--- config.mk ---
export PLATFORM = sky130hd
export DESIGN_NAME = matrix_multiply
export DESIGN_NICKNAME = d
export VERILOG_FILES = /design/src/sv/mm_pkg.sv /design/src/sv/mm_front.sv /design/src/sv/mm_cmd_fifo.sv /design/src/sv/mm_back.sv /design/src/sv/matrix_multiply.sv
export SDC_FILE = /design/constraint.sdc
export NUM_CORES = 2
export LEC_CHECK = 0
export ABC_AREA = 1
export BUFFER_PORTS_ARGS = -buffer_cell sky130_fd_sc_hd__buf_2
export CORE_AREA = 8 8 500 502
export DETAILED_ROUTE_END_ITERATION = 10
export DIE_AREA = 0 0 508 510
export PLACE_DENSITY_LB_ADDON = 0.08
export SLEW_MARGIN = 20
export SYNTH_ARGS = -nofsm -noshare
export SYNTH_HDL_FRONTEND = slang
export SYNTH_SLANG_ARGS = --single-unit
--- constraint.sdc ---
create_clock -name clock -period 7.8 [get_ports clock]
set_input_delay 0.78 -clock clock [delete_from_list [all_inputs] [get_ports clock]]
set_output_delay 0.78 -clock clock [all_outputs]
set_load 0.01 [all_outputs]
--- src/sv/mm_pkg.sv ---
// Shared constants, command type and helpers for the matrix multiply block.
`default_nettype none
package mm_pkg;

   localparam int MAX_DIM     = 8;
   localparam int ELEM_BITS   = 16;
   localparam int DIM_BITS    = 4;                       // config register width
   localparam int IDX_BITS    = $clog2(MAX_DIM);         // row / column / inner index
   localparam int STORE_DEPTH = MAX_DIM * MAX_DIM;
   localparam int ADDR_BITS   = $clog2(STORE_DEPTH);
   localparam int CNT_BITS    = $clog2(STORE_DEPTH + 1); // load counters reach the depth
   localparam int MUL_BITS    = 2 * ELEM_BITS;
   localparam int PV_BITS     = 35;
   localparam int CMD_DEPTH   = 4;
   localparam int CSR_AW      = 4;
   localparam int CSR_DW      = 32;

   localparam logic [1:0] REG_ROWS_LEFT  = 2'd0;
   localparam logic [1:0] REG_INNER_DIM  = 2'd1;
   localparam logic [1:0] REG_COLS_RIGHT = 2'd2;

   localparam logic FUNC_LEFT  = 1'b0;
   localparam logic FUNC_RIGHT = 1'b1;

   // One store write, optionally closing the load and launching a run.
   typedef struct packed {
      logic                 is_right;
      logic                 run;
      logic [ADDR_BITS-1:0] addr;
      logic [ELEM_BITS-1:0] data;
      logic [DIM_BITS-1:0]  dim_m;
      logic [DIM_BITS-1:0]  dim_k;
      logic [DIM_BITS-1:0]  dim_n;
   } cmd_type;

   function automatic logic [DIM_BITS-1:0] clamp_dim(input logic [DIM_BITS-1:0] d);
      logic [DIM_BITS-1:0] r;
      r = d;
      if (d == '0) begin
         r = DIM_BITS'(1);
      end else if (d > DIM_BITS'(MAX_DIM)) begin
         r = DIM_BITS'(MAX_DIM);
      end
      return r;
   endfunction

endpackage
`default_nettype wire

--- src/sv/mm_front.sv ---
// Front end: load counters, surplus filtering and store write commands.
`default_nettype none
module mm_front (
   input  wire                              clock,
   input  wire                              reset,
   input  wire                              accept,
   input  wire                              func,
   input  wire  [mm_pkg::ELEM_BITS-1:0]     value,
   input  wire  [mm_pkg::DIM_BITS-1:0]      dim_m,
   input  wire  [mm_pkg::DIM_BITS-1:0]      dim_k,
   input  wire  [mm_pkg::DIM_BITS-1:0]      dim_n,
   output logic                             push,
   output mm_pkg::cmd_type                  cmd
);
   import mm_pkg::*;

   logic [CNT_BITS-1:0] left_count_ff, left_count_in;
   logic [CNT_BITS-1:0] right_count_ff, right_count_in;
   logic [CNT_BITS-1:0] left_size, right_size;
   logic [CNT_BITS-1:0] right_next;

   assign left_size  = CNT_BITS'(dim_m) * CNT_BITS'(dim_k);
   assign right_size = CNT_BITS'(dim_k) * CNT_BITS'(dim_n);
   assign right_next = right_count_ff + CNT_BITS'(1);

   always_comb begin
      left_count_in  = left_count_ff;
      right_count_in = right_count_ff;
      push           = 1'b0;
      cmd.is_right   = func;
      cmd.run        = 1'b0;
      cmd.addr       = (func == FUNC_RIGHT) ? right_count_ff[ADDR_BITS-1:0]
                                            : left_count_ff[ADDR_BITS-1:0];
      cmd.data       = value;
      cmd.dim_m      = dim_m;
      cmd.dim_k      = dim_k;
      cmd.dim_n      = dim_n;
      if (accept) begin
         if (func == FUNC_LEFT) begin
            if (left_count_ff < left_size) begin
               push          = 1'b1;
               left_count_in = left_count_ff + CNT_BITS'(1);
            end
         end else if (right_count_ff < right_size) begin
            push           = 1'b1;
            right_count_in = right_next;
            // last right element: launch the run and start a fresh load
            if (right_next == right_size) begin
               cmd.run        = 1'b1;
               left_count_in  = '0;
               right_count_in = '0;
            end
         end
      end
   end

   always_ff @(posedge clock) begin
      if (reset) begin
         left_count_ff  <= '0;
         right_count_ff <= '0;
      end else begin
         left_count_ff  <= left_count_in;
         right_count_ff <= right_count_in;
      end
   end

endmodule
`default_nettype wire

--- src/sv/mm_cmd_fifo.sv ---
// Short command queue between the front end and the compute back end.
`default_nettype none
module mm_cmd_fifo (
   input  wire              clock,
   input  wire              reset,
   input  wire              push,
   input  mm_pkg::cmd_type  push_cmd,
   input  wire              pop,
   output mm_pkg::cmd_type  head,
   output logic             not_empty,
   output logic             full
);
   import mm_pkg::*;

   localparam int PTR_BITS = $clog2(CMD_DEPTH);
   localparam int LVL_BITS = $clog2(CMD_DEPTH + 1);

   cmd_type               slot_ff [CMD_DEPTH];
   logic [PTR_BITS-1:0]   wr_ptr_ff, rd_ptr_ff;
   logic [LVL_BITS-1:0]   level_ff, level_in;

   assign head      = slot_ff[rd_ptr_ff];
   assign not_empty = (level_ff != '0);
   assign full      = (level_ff == LVL_BITS'(CMD_DEPTH));

   always_comb begin
      level_in = level_ff;
      if (push && !pop) begin
         level_in = level_ff + LVL_BITS'(1);
      end else if (pop && !push) begin
         level_in = level_ff - LVL_BITS'(1);
      end
   end

   always_ff @(posedge clock) begin
      if (push) begin
         slot_ff[wr_ptr_ff] <= push_cmd;
      end
   end

   always_ff @(posedge clock) begin
      if (reset) begin
         wr_ptr_ff <= '0;
         rd_ptr_ff <= '0;
         level_ff  <= '0;
      end else begin
         level_ff <= level_in;
         if (push) begin
            wr_ptr_ff <= wr_ptr_ff + PTR_BITS'(1);
         end
         if (pop) begin
            rd_ptr_ff <= rd_ptr_ff + PTR_BITS'(1);
         end
      end
   end

endmodule
`default_nettype wire

--- src/sv/mm_back.sv ---
// Back end: element stores, product sequencer and multiply-accumulate pipeline.
`default_nettype none
module mm_back (
   input  wire                              clock,
   input  wire                              reset,
   input  mm_pkg::cmd_type                  head,
   input  wire                              not_empty,
   output logic                             pop,
   output logic                             rsp_strobe,
   output logic signed [mm_pkg::PV_BITS-1:0] rsp_product_value,
   output logic [mm_pkg::IDX_BITS-1:0]      rsp_result_row,
   output logic [mm_pkg::IDX_BITS-1:0]      rsp_result_col,
   output logic                             rsp_last_of_run
);
   import mm_pkg::*;

   localparam logic ST_IDLE = 1'b0;
   localparam logic ST_RUN  = 1'b1;

   typedef struct packed {
      logic                first;
      logic                last;
      logic                end_run;
      logic [IDX_BITS-1:0] row;
      logic [IDX_BITS-1:0] col;
   } tag_type;

   logic [ELEM_BITS-1:0] left_mem  [STORE_DEPTH];
   logic [ELEM_BITS-1:0] right_mem [STORE_DEPTH];

   logic [0:0]           state_ff, state_in;
   logic [DIM_BITS-1:0]  m_ff, m_in, k_ff, k_in, n_ff, n_in;
   logic [IDX_BITS-1:0]  i_ff, i_in, j_ff, j_in, t_ff, t_in;
   logic [ADDR_BITS-1:0] row_base_ff, row_base_in;
   logic [ADDR_BITS-1:0] rb_ff, rb_in;
   logic [ADDR_BITS-1:0] la;
   logic                 issue, t_last, j_last, i_last;
   tag_type              tag0;

   logic                 v1_ff, v2_ff;
   tag_type              tag1_ff, tag2_ff;
   logic signed [ELEM_BITS-1:0] left_rd_ff, right_rd_ff;
   logic signed [MUL_BITS-1:0]  prod_ff;
   logic signed [PV_BITS-1:0]   acc_ff, sum;

   assign issue  = (state_ff == ST_RUN);
   assign pop    = (state_ff == ST_IDLE) && not_empty;
   assign t_last = ({1'b0, t_ff} == k_ff - DIM_BITS'(1));
   assign j_last = ({1'b0, j_ff} == n_ff - DIM_BITS'(1));
   assign i_last = ({1'b0, i_ff} == m_ff - DIM_BITS'(1));
   assign la     = row_base_ff + ADDR_BITS'(t_ff);

   always_comb begin
      tag0.first   = (t_ff == '0);
      tag0.last    = t_last;
      tag0.end_run = i_last && j_last;
      tag0.row     = i_ff;
      tag0.col     = j_ff;
   end

   // run sequencer: inner index fastest, then column, then row
   always_comb begin
      state_in    = state_ff;
      m_in        = m_ff;
      k_in        = k_ff;
      n_in        = n_ff;
      i_in        = i_ff;
      j_in        = j_ff;
      t_in        = t_ff;
      row_base_in = row_base_ff;
      rb_in       = rb_ff;
      if (state_ff == ST_IDLE) begin
         if (pop && head.run) begin
            state_in    = ST_RUN;
            m_in        = head.dim_m;
            k_in        = head.dim_k;
            n_in        = head.dim_n;
            i_in        = '0;
            j_in        = '0;
            t_in        = '0;
            row_base_in = '0;
            rb_in       = '0;
         end
      end else begin
         if (t_last) begin
            t_in = '0;
            if (j_last) begin
               j_in        = '0;
               rb_in       = '0;
               row_base_in = row_base_ff + ADDR_BITS'(k_ff);
               i_in        = i_ff + IDX_BITS'(1);
               if (i_last) begin
                  state_in = ST_IDLE;
               end
            end else begin
               j_in  = j_ff + IDX_BITS'(1);
               rb_in = ADDR_BITS'(j_in);
            end
         end else begin
            t_in  = t_ff + IDX_BITS'(1);
            rb_in = rb_ff + ADDR_BITS'(n_ff);
         end
      end
   end

   always_ff @(posedge clock) begin
      if (pop && !head.is_right) begin
         left_mem[head.addr] <= head.data;
      end
      left_rd_ff <= left_mem[la];
   end

   always_ff @(posedge clock) begin
      if (pop && head.is_right) begin
         right_mem[head.addr] <= head.data;
      end
      right_rd_ff <= right_mem[rb_ff];
   end

   assign sum = (tag2_ff.first ? PV_BITS'(0) : acc_ff) + PV_BITS'(prod_ff);

   always_ff @(posedge clock) begin
      m_ff        <= m_in;
      k_ff        <= k_in;
      n_ff        <= n_in;
      i_ff        <= i_in;
      j_ff        <= j_in;
      t_ff        <= t_in;
      row_base_ff <= row_base_in;
      rb_ff       <= rb_in;
      tag1_ff     <= tag0;
      tag2_ff     <= tag1_ff;
      prod_ff     <= left_rd_ff * right_rd_ff;
      if (v2_ff) begin
         acc_ff <= sum;
      end
      if (v2_ff && tag2_ff.last) begin
         rsp_product_value <= sum;
         rsp_result_row    <= tag2_ff.row;
         rsp_result_col    <= tag2_ff.col;
         rsp_last_of_run   <= tag2_ff.end_run;
      end
   end

   always_ff @(posedge clock) begin
      if (reset) begin
         state_ff   <= ST_IDLE;
         v1_ff      <= 1'b0;
         v2_ff      <= 1'b0;
         rsp_strobe <= 1'b0;
      end else begin
         state_ff   <= state_in;
         v1_ff      <= issue;
         v2_ff      <= v1_ff;
         rsp_strobe <= v2_ff && tag2_ff.last;
      end
   end

endmodule
`default_nettype wire

--- src/sv/matrix_multiply.sv ---
// Top level of the fixed-point dense matrix multiply block.
//
//   channel   | ports                                   | transaction
//   ----------+-----------------------------------------+------------------------------
//   request   | start, busy, req_func, req_value        | start && !busy at clock edge
//   response  | rsp_strobe, rsp_product_value, rsp_*    | one cycle with rsp_strobe high
//   config    | psel penable pwrite paddr pwdata prdata | psel && penable && pwrite
//
// An element is accepted into the command queue and written to its store once it
// reaches the head while the back end is idle. The last right element launches a
// run on the single multiply-accumulate unit; each product passes the store read,
// product and result registers; each result is strobed with its row and column.
// busy rises only when the four-entry command queue fills, i.e. during a run.
// Synchronous reset clears counters, queue and sequencer; the receiver cannot stall.
`default_nettype none
module matrix_multiply (
   input  wire                                clock,
   input  wire                                reset,
   input  wire                                start,
   output logic                               busy,
   input  wire                                req_func,
   input  wire  signed [mm_pkg::ELEM_BITS-1:0] req_value,
   output logic                               rsp_strobe,
   output logic signed [mm_pkg::PV_BITS-1:0]   rsp_product_value,
   output logic [mm_pkg::IDX_BITS-1:0]        rsp_result_row,
   output logic [mm_pkg::IDX_BITS-1:0]        rsp_result_col,
   output logic                               rsp_last_of_run,
   input  wire                                psel,
   input  wire                                penable,
   input  wire                                pwrite,
   input  wire  [mm_pkg::CSR_AW-1:0]          paddr,
   input  wire  [mm_pkg::CSR_DW-1:0]          pwdata,
   output logic [mm_pkg::CSR_DW-1:0]          prdata,
   output logic                               pready
);
   import mm_pkg::*;

   // raw register values, read back as written
   logic [DIM_BITS-1:0] rows_left_ff, inner_dim_ff, cols_right_ff;
   logic [1:0]          reg_index;
   logic                csr_write;
   logic                accept;
   logic                push, pop, not_empty, fifo_full;
   cmd_type             front_cmd, head;

   assign pready    = 1'b1;
   assign reg_index = paddr[3:2];
   assign csr_write = psel && penable && pwrite;

   // hold off new elements only when the command queue has no room
   assign busy   = fifo_full;
   assign accept = start && !busy;

   always_ff @(posedge clock) begin
      if (reset) begin
         rows_left_ff  <= DIM_BITS'(MAX_DIM);
         inner_dim_ff  <= DIM_BITS'(MAX_DIM);
         cols_right_ff <= DIM_BITS'(MAX_DIM);
      end else if (csr_write) begin
         case (reg_index)
            REG_ROWS_LEFT:  rows_left_ff  <= pwdata[DIM_BITS-1:0];
            REG_INNER_DIM:  inner_dim_ff  <= pwdata[DIM_BITS-1:0];
            REG_COLS_RIGHT: cols_right_ff <= pwdata[DIM_BITS-1:0];
            default: ;
         endcase
      end
   end

   always_comb begin
      case (reg_index)
         REG_ROWS_LEFT:  prdata = CSR_DW'(rows_left_ff);
         REG_INNER_DIM:  prdata = CSR_DW'(inner_dim_ff);
         REG_COLS_RIGHT: prdata = CSR_DW'(cols_right_ff);
         default:        prdata = '0;
      endcase
   end

   // front end: count, drop surplus elements, tag the closing right element
   mm_front u_front (
      .clock  (clock),
      .reset  (reset),
      .accept (accept),
      .func   (req_func),
      .value  (req_value),
      .dim_m  (clamp_dim(rows_left_ff)),
      .dim_k  (clamp_dim(inner_dim_ff)),
      .dim_n  (clamp_dim(cols_right_ff)),
      .push   (push),
      .cmd    (front_cmd)
   );

   // queue: store writes stay in order behind a run, so a run always sees
   // the stores as they stood when its last element arrived
   mm_cmd_fifo u_fifo (
      .clock     (clock),
      .reset     (reset),
      .push      (push),
      .push_cmd  (front_cmd),
      .pop       (pop),
      .head      (head),
      .not_empty (not_empty),
      .full      (fifo_full)
   );

   // back end: apply writes, then sweep the product one MAC per cycle
   mm_back u_back (
      .clock             (clock),
      .reset             (reset),
      .head              (head),
      .not_empty         (not_empty),
      .pop               (pop),
      .rsp_strobe        (rsp_strobe),
      .rsp_product_value (rsp_product_value),
      .rsp_result_row    (rsp_result_row),
      .rsp_result_col    (rsp_result_col),
      .rsp_last_of_run   (rsp_last_of_run)
   );

endmodule
`default_nettype wire
Word level (Yosys, flattened, before mapping)
Memory sizes are Yosys's and may differ from the RTL's. A register that Yosys moved wholly into a read port is not among the register bits.
Index checks and enable logic that the tools add are counted.
Storage, ports and cells
  register bits after elaboration: 197
  memory bits (writable): 2192
  bits of input ports: 59
  word-level logic and storage cells: 160
  memories: 3
Memory list
  u_back.left_mem: words 64, width 16, read ports 1, clocked after memory_dff 1, wr ports 1, RTL line mm_back.sv:28  | logic [ELEM_BITS-1:0] left_mem [STORE_DEPTH];
  u_back.right_mem: words 64, width 16, read ports 1, clocked after memory_dff 1, wr ports 1, RTL line mm_back.sv:29  | logic [ELEM_BITS-1:0] right_mem [STORE_DEPTH];
  u_fifo.slot_ff: words 4, width 36, read ports 1, clocked after memory_dff 1, wr ports 1, RTL line mm_cmd_fifo.sv:18  | cmd_type slot_ff [CMD_DEPTH];
Cells by class
  add/sub/neg operators: 16
  multiply operators: 3
  order comparisons: 5
  eq/ne operators: 11
  multiplexer cells: 53
  bitwise logic cells: 1
  reduce and logical (&&, ||, !) cells: 32
Operators with widths (number)
  6-bit 2-to-1 mux: 7
  3-bit 2-to-1 mux: 12
  35-bit by 32-bit adder with 35-bit output: 1
  35-bit 2-to-1 mux: 1
  7-bit 2-to-1 mux: 5
  16-bit by 16-bit multiplier with 32-bit output: 1
  4-bit 2-to-1 mux: 6
  1-bit 2-to-1 mux: 19
  7-bit by 1-bit adder with 7-bit output (second input constant): 2
  7-bit < comparator: 2
  4-bit by 4-bit multiplier with 7-bit output: 2
  3-bit by 1-bit adder with 3-bit output (second input constant): 4
  6-bit by 4-bit adder with 6-bit output: 2
  3-bit by 4-bit equality test with 1-bit output: 3
  4-bit > comparator (second input constant): 3
  4-bit zero test: 3
  4-bit one-hot mux with 3 select lines: 1
  4-bit by 1-bit subtractor with 4-bit output (second input constant): 3
  1-bit logical AND: 11
  2-bit AND reduction: 5
  7-bit equality test: 1
  6-bit by 3-bit adder with 6-bit output: 1
  3-bit AND reduction: 2
  2-bit nonzero test: 3
  other kinds (14): 21

Logic depth before layout (Yosys ltp)
  depth in word-level cells: 12
  depth in mapped cells: 29
  depth with buffers taken out: 28

Modules after synthesis
From an unflattened synthesis, not the netlist that was laid out.
Unflattened totals
  cells, all modules: 11250
  area total of the unflattened synthesis: 114409.7 um2
Modules (own cells, without submodules)
  mm_back: times used 1, cells an instance 10330, area each 105294.7 um2
  mm_cmd_fifo: times used 1, cells an instance 407, area each 5815.6 um2
  mm_front: times used 1, cells an instance 368, area each 2379.8 um2
  matrix_multiply: times used 1, cells an instance 145, area each 919.6 um2

Least setup slack after synthesis
OpenSTA, ideal clock, no wires.
  path kind: register to register
  start: register inner_dim_ff[3]
  end: memory u_fifo.slot_ff[0][0] (netlist name) (enable)
  arrival: 5293 ps
  path slack: 2078 ps
  stages on the path, launching flop included: 22
  clock period less this slack: 5722 ps
  cell sequence: dfxtp_1 inv_2 nand2_1 inv_1 nand2_1 fa_1 inv_1 fa_1 fa_1 inv_1 nor2_1 nor2_1 inv_1 nand2_1 nand2_1 ha_1 a21oi_1 o21a_1 nand4_1 nand2_1 inv_1 nor2_1
RTL lines
  from (decl): RTL line matrix_multiply.sv:39  | logic [DIM_BITS-1:0] rows_left_ff, inner_dim_ff, cols_right_ff;
  from (signal assigned): RTL line matrix_multiply.sv:57  | inner_dim_ff <= DIM_BITS'(MAX_DIM);
  from (signal assigned): RTL line matrix_multiply.sv:62  | REG_INNER_DIM: inner_dim_ff <= pwdata[DIM_BITS-1:0];
  to (decl): RTL line mm_cmd_fifo.sv:18

Worst setup path after layout
  start: register u_back.left_rd_ff[15], read port of u_back.left_mem
  end: register u_back.prod_ff[31]
On the way
  word-level cells in the longest chain between the ends: 1
RTL lines
  from (decl): RTL line mm_back.sv:42  | logic signed [ELEM_BITS-1:0] left_rd_ff, right_rd_ff;
  16-bit by 16-bit multiplier with 32-bit output: RTL line mm_back.sv:133  | prod_ff <= left_rd_ff * right_rd_ff;
  to (signal assigned): RTL line mm_back.sv:133
  to (decl): RTL line mm_back.sv:43  | logic signed [MUL_BITS-1:0] prod_ff;
Every way passes these cells.
A chain may end at the register's enable or synchronous reset.

==> flow_summary.json <==
{
  "crit_start": "u_back.left_rd_ff[15]",
  "setup_viol": 0,
  "dr.first_iter.drc_count": 6325,
  "gr-total-overflow": 0,
  "status": "complete, no violations",
  "clk_pin_slew_ps": 60,
  "setup_tns_ps": 0,
  "clock-sinks": 2423,
  "finalWeightedCongestion": 0.868,
  "drt_wl_total_um": 303000,
  "ys_ff_latch": 2423,
  "synth-edff-count": 2302,
  "dr.pass1.iters": 6,
  "vias_per_cell": 5.59,
  "io_buffers": 76,
  "numCtsBuffers": 277,
  "final_core_util_pct": 49.9,
  "synth_area_um2": 108000,
  "synth_compound_area_share_pct": 11.5,
  "worstHoldPathCells": 1,
  "ant_nets": 0,
  "cts_tree": "yes",
  "track_usage_pct": 22.8,
  "hold_viol": 0,
  "layout-drive-gt1-share_pct": 8.49,
  "grt_pass1_vias": 67646,
  "wl_met2_um": 139000,
  "m1WireLength_um": 135000,
  "via_count": 69547,
  "synth_mux_area_share_pct": 0,
  "skew_ps": 60.5,
  "critPathMaxFanout": 16,
  "hp-class": "input port to register",
  "synthFlopType": "edfxtp_1",
  "clock_path_buffers": 4,
  "crit_type": "register to register",
  "avgSynthCellArea_um2": 12.0,
  "end_kind": "register",
  "async_reset_ff_share_pct": 0,
  "rsz0062_at_grt": "false",
  "relSlewSlack_pct": 24.7,
  "reg2reg_depth": 19,
  "num_rows": 181,
  "slew_violations": 0,
  "clock.fmax_mhz": 158,
  "fp.coreArea_um2": 242000,
  "grt_pass1_wl_um": 446000,
  "synth.distinct_cells": 51,
  "fp.dieArea_um2": 259000,
  "dieWidth_um": 508,
  "io_pins": 136,
  "critical_path_required_ps": 8560,
  "startpoint_type": "register",
  "cts-root-buf": "clkbuf_16",
  "wl_met3_um": 18900,
  "highest_layer": "met5",
  "yosysSeqAreaShare_pct": 66.1,
  "cts.htree.levels": 5,
  "nNetsFinal": 9549,
  "hold_ws_ps": 93.6,
  "fin_crit_ps": 6340,
  "drc": 0,
  "wire_per_inst_um": 24.3,
  "worst_r2r_startpoint": "u_back.left_rd_ff[15]",
  "postCtsSetupBuffers": 0,
  "cts_resized": 0,
  "crit_arrival_ps": 7100,
  "synthSimpleGateAreaFrac_pct": 9.42,
  "dpl.hpwl_um": 178000,
  "grt_max_degree": 233,
  "cap_violations": 0,
  "synth_xor_area_share_pct": 0.728,
  "area_growth_pct": 11.5,
  "r2r_slack_ps": 1460,
  "antenna_found_initial": 5,
  "hold_buffers": 0,
  "r2r-end": "u_back.prod_ff[31]",
  "synth_top_family_by_area": "compound AO/OA/AOI/OAI gates",
  "fp.dieH_um": 510,
  "syn_inst": 9037,
  "synth_fa_ha_area_share_pct": 7.09,
  "start_util_pct": 44.8,
  "yosysWarningCount": 0,
  "worstMarginPinSlew_ps": 1130,
  "clkLatencyLatePin_ps": 930,
  "min_period_over_period_pct": 81.3,
  "endpoint": "u_back.prod_ff[31]"
}
==> synthesized netlist by cell type (all sizes together) (2+ instances only) <==
cell | n | area (um^2)
o21ai | 1167 | 5840
buf | 209 | 1290
dfxtp | 121 | 2420
nor2 | 1437 | 5450
clkbuf | 365 | 1370
xor2 | 52 | 455
ha | 174 | 2180
nor3 | 12 | 60.1
nand4 | 15 | 93.8
fa | 275 | 5510
a21boi | 3 | 22.5
xnor2 | 38 | 333
o221ai | 129 | 1130
a21o | 10 | 75.1
nand3 | 226 | 1130
a31oi | 11 | 68.8
nand3b | 5 | 37.5
inv | 764 | 2880
a32oi | 6 | 78.8
o22ai | 413 | 2580
clkinv | 4 | 16.3
o211ai | 263 | 1970
or2 | 9 | 56.3
conb | 2 | 7.51
nand2 | 881 | 3310
a21oi | 119 | 599
nor3b | 2 | 15.0
edfxtp | 2302 | 69100
a211oi | 2 | 15.0
nor4 | 7 | 43.8
o21bai | 9 | 67.6
==> layer usage <==
metal  track usage [%]  up-vias
met5                 0        -
met1              32.4    34949
met3              3.46      462
met2              36.2     2158
li1                  -    31974
met4              7.35        4
==> how the worst min path moves through the flow <==
| stage | endpoint | slack [ps] | start |
|---|---|---|---|
| after floorplan | u_back.tag2_ff[0] | 310 | u_back.tag1_ff[0] |
| after global placement | u_back.tag2_ff[3] | 320 | u_back.tag1_ff[3] |
| after detailed placement | u_back.tag2_ff[4] | 320 | u_back.tag1_ff[4] |
| after CTS | u_fifo.slot_ff[0][21] | 10 | req_value[9] |
| after global routing | u_fifo.slot_ff[3][27] | 40 | req_value[15] |
| final | u_fifo.slot_ff[0][21] | 90 | req_value[9] |
==> kinds of logic (layout without fill, tap and decap cells) <==
logic type | count (synthesis) | after routing
AOI/OAI and AO/OA | 2137 | 2137
and+or+nand+nor | 2594 | 2594
other | 2 | 33
xor gates and xnor gates | 90 | 90
adders and majority gates | 449 | 449
buffers and inverters | 1342 | 1504
DFF | 2423 | 2423
==> critical path, stage by stage, from the launching register on <==
cell     delay (ps)
dfxtp_1         790
nand2_1         190
inv_1           170
fa_1            580
fa_1            940
fa_1            540
fa_1            510
fa_1            490
inv_1            50
fa_1            480
inv_1            40
ha_1            350
nand2_1         100
o21ai_0         330
a21oi_1          80
or2_2           280
nand3_1         100
nand2_1          50
inv_1            70
nor2_1           30
==> placed cells by master (no fill, tap or decap), types with 63 or more instances in the layout <==
| cell | instances |
|---|---|
| edfxtp_1 | 2302 |
| nor2_1 | 1333 |
| o21ai_0 | 1165 |
| nand2_1 | 877 |
| inv_1 | 752 |
| o22ai_1 | 397 |
| clkbuf_16 | 284 |
| fa_1 | 274 |
| o211ai_1 | 263 |
| nand3_1 | 226 |
| buf_4 | 182 |
| ha_1 | 173 |
| o221ai_1 | 129 |
| dfxtp_1 | 119 |
| a21oi_1 | 118 |
| nor2_2 | 90 |
| buf_2 | 76 |
| clkbuf_1 | 63 |
==> sequential cells by signal, indices dropped and copies added, names as in the netlist, 4 cells and up, named ones only <==
signal	count
u_back.left_mem	1024
u_back.right_mem	1024
u_fifo.slot_ff	144
u_back.acc_ff	35
u_back.rsp_product_value	35
u_back.prod_ff	32
u_back.left_rd_ff	16
u_back.right_rd_ff	16
u_back.tag1_ff	9
u_back.tag2_ff	9
u_front.left_count_ff	7
u_front.right_count_ff	7
u_back.rb_ff	6
u_back.row_base_ff	6
cols_right_ff	4
inner_dim_ff	4
rows_left_ff	4
u_back.k_ff	4
u_back.m_ff	4
u_back.n_ff	4
==> per-stage QoR <==
step,setup slack [ps],cell area [um^2],std cells
finish,1460,121000,12432
global route,995,121000,12429
CTS,1390,121000,12427
detailed placement,1470,112000,11963
global placement,1510,112000,11963
floorplan,2080,108000,9064
==> layout make-up <==
cell class / instances / area (um^2)
Antenna cell: 4 / 10.0
Clock buffer: 357 / 7480
Clock inverter: 107 / 816
Fill cell: 21238 / 121000
Inverter: 768 / 2940
Multi-Input combinational cell: 5299 / 31900
Sequential cell: 2423 / 71600
Tap cell: 3202 / 4010
Timing Repair Buffer: 272 / 2030
Power is not shown: default switching activity piles up to over one toggle a cycle in this logic, so the estimate is an artifact.
